`config.mk`:
```
export PLATFORM = sky130hd
export DESIGN_NAME = lomu_best
export DESIGN_NICKNAME = d
export VERILOG_FILES = /design/src/design/lomu_pkg.sv /design/src/design/lomu_best.sv
export SDC_FILE = /design/constraint.sdc
export NUM_CORES = 1
export LEC_CHECK = 0
export ABC_CLOCK_PERIOD_IN_PS = 15980
export BUFFER_PORTS_ARGS = -buffer_cell sky130_fd_sc_hd__buf_4
export CORE_ASPECT_RATIO = 0.5
export CORE_MARGIN = 4
export CORE_UTILIZATION = 38
export CTS_CLUSTER_DIAMETER = 30
export DETAILED_ROUTE_END_ITERATION = 6
export GPL_TIMING_DRIVEN = 1
export PLACE_DENSITY = 0.81
export SETUP_SLACK_MARGIN = 0.5
export SYNTH_ARGS = -nofsm -noshare
export SYNTH_HDL_FRONTEND = slang
export SYNTH_SLANG_ARGS = --single-unit
```
`constraint.sdc`:
```
create_clock -name clk -period 15.98 [get_ports clk]
set_clock_uncertainty 0.1 [all_clocks]
set_input_delay 3.196 -clock clk [delete_from_list [all_inputs] [get_ports clk]]
set_output_delay 3.196 -clock clk [all_outputs]
set_load 0.02 [all_outputs]
```
`src/design/lomu_pkg.sv`:
```
// lomu_pkg: shared types, sizes and helpers for the limit order matching unit
// no dependencies; imported by every module of the block
`timescale 1ns / 1ps
`default_nettype none

package lomu_pkg;

  localparam int BOOK_DEPTH = 32;
  localparam int PRICE_BITS = 16;

  localparam int IDX_W   = $clog2(BOOK_DEPTH);
  localparam int CNT_W   = $clog2(BOOK_DEPTH + 1);
  localparam int ID_W    = 32;
  localparam int SIZE_W  = 32;
  localparam int PRICE_W = 16;

  localparam logic SIDE_BUY  = 1'b0;
  localparam logic SIDE_SELL = 1'b1;

  typedef logic [PRICE_BITS-1:0] bprice_t;

  typedef struct packed {
    logic [ID_W-1:0]    order_num;
    logic               order_side;
    logic [PRICE_W-1:0] order_price;
    logic [SIZE_W-1:0]  order_qty;
  } order_t;

  typedef struct packed {
    logic               is_trade;
    logic [ID_W-1:0]    maker_num;
    logic [PRICE_W-1:0] maker_price;
    logic [SIZE_W-1:0]  fill_size;
    logic [ID_W-1:0]    taker_num;
    logic [SIZE_W-1:0]  left_size;
    logic               booked;
    logic               dropped_full;
    logic [31:0]        trades_so_far;
    logic               last_item;
  } result_t;

  typedef struct packed {
    logic              side;
    bprice_t           price;
    logic [SIZE_W-1:0] size;
    logic [ID_W-1:0]   ident;
  } slot_t;

  typedef struct packed {
    logic              remove;
    logic              update;
    logic              append;
    logic [IDX_W-1:0]  idx;
    logic [SIZE_W-1:0] size;
    slot_t             slot;
  } book_cmd_t;

  typedef struct packed {
    logic             found;
    logic [IDX_W-1:0] idx;
    slot_t            slot;
  } best_t;

  function automatic bprice_t to_book_price(input logic [PRICE_W-1:0] p);
    logic [31:0] w;
    w = {16'b0, p};
    return w[PRICE_BITS-1:0];
  endfunction

  function automatic logic [PRICE_W-1:0] from_book_price(input bprice_t p);
    logic [31:0] w;
    w = 32'(p);
    return w[PRICE_W-1:0];
  endfunction

endpackage

`default_nettype wire

```
`src/design/lomu_best.sv`:
```
// lomu_best: price compare unit, one slot per cycle while en is high, keeps the best crossing slot
// depends on lomu_pkg; strict compare keeps the oldest slot among equal prices
`timescale 1ns / 1ps
`default_nettype none

module lomu_best (
  input  wire                       clk,
  input  wire                       rst_n,
  input  wire                       clear,
  input  wire                       en,
  input  wire                       side,
  input  lomu_pkg::bprice_t         limit,
  input  lomu_pkg::slot_t           cand,
  input  wire [lomu_pkg::IDX_W-1:0] cand_idx,
  output lomu_pkg::best_t           best
);
  import lomu_pkg::*;

  logic             found_r, found_nxt;
  logic [IDX_W-1:0] idx_r, idx_nxt;
  slot_t            slot_r, slot_nxt;
  logic             crosses, better;

  always_comb begin
    if (side == SIDE_BUY) begin
      crosses = (cand.side != side) && (cand.price <= limit);
      better  = !found_r || (cand.price < slot_r.price);
    end else begin
      crosses = (cand.side != side) && (cand.price >= limit);
      better  = !found_r || (cand.price > slot_r.price);
    end
  end

  always_comb begin
    found_nxt = found_r;
    idx_nxt   = idx_r;
    slot_nxt  = slot_r;
    if (clear) begin
      found_nxt = 1'b0;
    end else if (en && crosses && better) begin
      found_nxt = 1'b1;
      idx_nxt   = cand_idx;
      slot_nxt  = cand;
    end
  end

  always_ff @(posedge clk) begin
    if (!rst_n) begin
      found_r <= 1'b0;
    end else begin
      found_r <= found_nxt;
    end
  end

  always_ff @(posedge clk) begin
    idx_r  <= idx_nxt;
    slot_r <= slot_nxt;
  end

  assign best.found = found_r;
  assign best.idx   = idx_r;
  assign best.slot  = slot_r;

endmodule

`default_nettype wire

```
==> flow_summary_export.csv <==
group,metric,value,unit
worst_setup_path,rrSetupSlack,12.58,ns
worst_setup_path,worstPathMaxFanout,86,
die,die_w,145,um
clock_tree,htreeDepth,3,
timing,setup_violations,0,
worst_setup_path,worstPathRequired,15.83,ns
worst_setup_path,r2r_start,"best[78]",
yosys,synth-edff-count,86,
yosys,syn_nets,357,
layout,syn_to_final_growth,53.2,%
timing,worstMarginPinSlew,1.13,ns
clock_tree,worstSkewPairLatency,0.33,ns
yosys,synth_seq_cells,87,
global_routing,antenna_found_initial,0,
yosys,yosysWarnings,0,
timing,tns,0,ns
clock_tree,clock_sinks,87,
timing,slew_headroom,24.8,%
placed_design,gp_congestion,0.843,
layout,multi_input_area,833,um^2
clock_tree,cts_hold_buffers,0,
yosys,synthCells,218,
yosys,syn_area_per_cell,16.3,um^2
power_and_ir_drop,p_leak,2.41,nW
timing,fin_crit_sh,37.7,%
worst_setup_path,critPathCaptureType,"flip-flop",
clock_tree,cts_setup_buffers,0,
worst_setup_path,critPathArrivalTime,5.87,ns
route,drc,0,
die,die_height,76.4,um
worst_setup_path,reg2reg_depth,8,
route,wl_per_cell,17.3,um
timing,rsz0062_at_grt,"no",
layout,layout_common_cells,"buf_4, edfxtp_1, inv_1, ha_1, a21oi_1",
layout,fillers,703,
clock_tree,cts.clk_slew.worst_paths,0.06,ns
die,die_area,11000,um^2
layout,regArea,2600,um^2
min_path,hp-start,"found_r",
die,row_count,24,
placed_design,hpwl,7570,um
worst_setup_path,crit_type,"input port to flip-flop",
yosys,syn_area,3550,um^2
min_path,hold_depth,3,
clock_tree,cts_root_buf,"clkbuf_16",
layout,drive_gt1_share,50.0,%
placed_design,dp.cells,528,
worst_setup_path,crit-reg2reg-capture,"best[56]",
layout,instances_no_fill,543,
power_and_ir_drop,total_power,517,uW
global_routing,grt_pass1_vias,2639,
power_and_ir_drop,ir_worst_vdd,0.0572,mV
die,start_util,39.9,%
die,coreArea,8890,um^2
timing,hold_viol,0,
min_path,min_path_type,"flip-flop to flip-flop",
clock_tree,cts_made_buffers,9,
route,drt_iter0_drc,151,
clock_tree,clock_tree.buffer_depth,2,
job,cap_violations,0,
worst_setup_path,cp-start-kind,"input port",
global_routing,grt_max_degree,87,
yosys,ys.flop_type,"edfxtp_1",
placed_design,port_buffers,193,
timing,drv_slew,0,
die,ios,194,
yosys,ys_seq_area_share,73.3,%
route,drtPass1Iterations,4,
yosys,ys_types,32,
layout,nets,561,
global_routing,grt_util_all_layers,16.7,%
outcome,status,"finished clean",
layout,final_common_cell,"buf_4",
route,drt_wl_total,9400,um
route,vias,2524,
power_and_ir_drop,p_per_area,95.0,nW/um^2
global_routing,grt-ovfl-total,0,
timing,max_freq,166,MHz
route,via_per_inst,4.65,
timing,post-route-min-period,6.02,ns
yosys,synthArstFlopShare,0,%
layout,n_antenna_cell,0,
clock_tree,cts_tree,"done",
route,antenna_left,0,
min_path,min_to,"found_r",
clock_tree,cts_resized,0,
global_routing,grt_pass1_wl,14000,um
==> through the flow <==
step / utilization, % / setup WS [ns] / hold slack (ns) / area [um^2]
5_1_grt: 61.2 / 9.76 / 0.620 / 5440
6_report: 61.2 / 9.96 / 0.578 / 5440
3_5_place_dp: 58.0 / 9.62 / 0.554 / 5160
3_3_place_gp: 58.0 / 9.72 / 0.545 / 5160
4_1_cts: 61.2 / 9.98 / 0.569 / 5440
2_1_floorplan: - / 5.70 / 0.493 / 3550
==> cells in the mapped netlist (all sizes together) (2+ instances only) <==
master	number	area share [%]
nand2	7	0.74
nand4	7	1.2
nand3	4	0.56
ha	32	11
a2111oi	2	0.70
o211ai	2	0.56
nand2b	3	0.53
edfxtp	86	73
a21o	4	0.85
a21oi	13	1.8
o21ai	4	0.56
nor2	4	0.42
nor3b	2	0.42
inv	32	3.4
nor2b	2	0.56
==> worst max-delay path, cell delays in order <==
cell and delay [ns]:
buf_4 0.08, inv_1 0.03, ha_1 0.31, a21oi_1 0.17, o21ai_0 0.12, a221oi_2 0.29, and2_2 0.20, a31oi_1 0.13
a2111oi_4 0.38, buf_4 0.85
==> registers in the layout, indices dropped and copies added, names as in the netlist <==
| register | count |
|---|---|
| best | 81 |
| idx_r | 5 |
| found_r | 1 |
==> layer usage <==
layer,global-route usage [%],vias to the layer above,share of wire (%)
met5,0,-,0
met1,17.6,1212,38
met2,31.5,62,56
met3,4.01,24,3.6
met4,7.08,0,2.8
li1,-,1226,-
==> cell type report <==
| class | count | area share, % |
|---|---|---|
| multi-input cells | 98 | 15.3 |
| inverters | 32 | 2.21 |
| well taps | 117 | 2.69 |
| clock inverters | 3 | 0.805 |
| flip-flops and latches | 87 | 47.8 |
| repair buffers | 194 | 26.8 |
| clock buffers | 12 | 4.35 |
==> where the power goes <==
group          leakage (nW)  internal, mW  switching (mW)
Clock                 0.137         0.121          0.0791
Combinational          1.49        0.0306          0.0267
Sequential            0.789         0.258         0.00170
==> worst max path at each step <==
stage / from / end / cells past startpoint
2_1_floorplan: limit[13] / best[0] / 8
3_3_place_gp: cand[78] / best[53] / 8
3_5_place_dp: limit[5] / best[26] / 10
4_1_cts: limit[5] / best[26] / 10
5_1_grt: cand[78] / idx_r[0] / 8
6_report: limit[5] / best[56] / 10
==> logic make-up after synthesis <==
family	count (synthesis)	synth area share [%]
adder cells (fa/ha/maj)	32	11.3
AND/OR/NAND/NOR	34	5.53
flip-flops	87	73.3
multiplexers	1	0.282
buffers and inverters	33	3.59
AO/OA/AOI/OAI	31	6.03
Power figures use the tool's default switching activity.
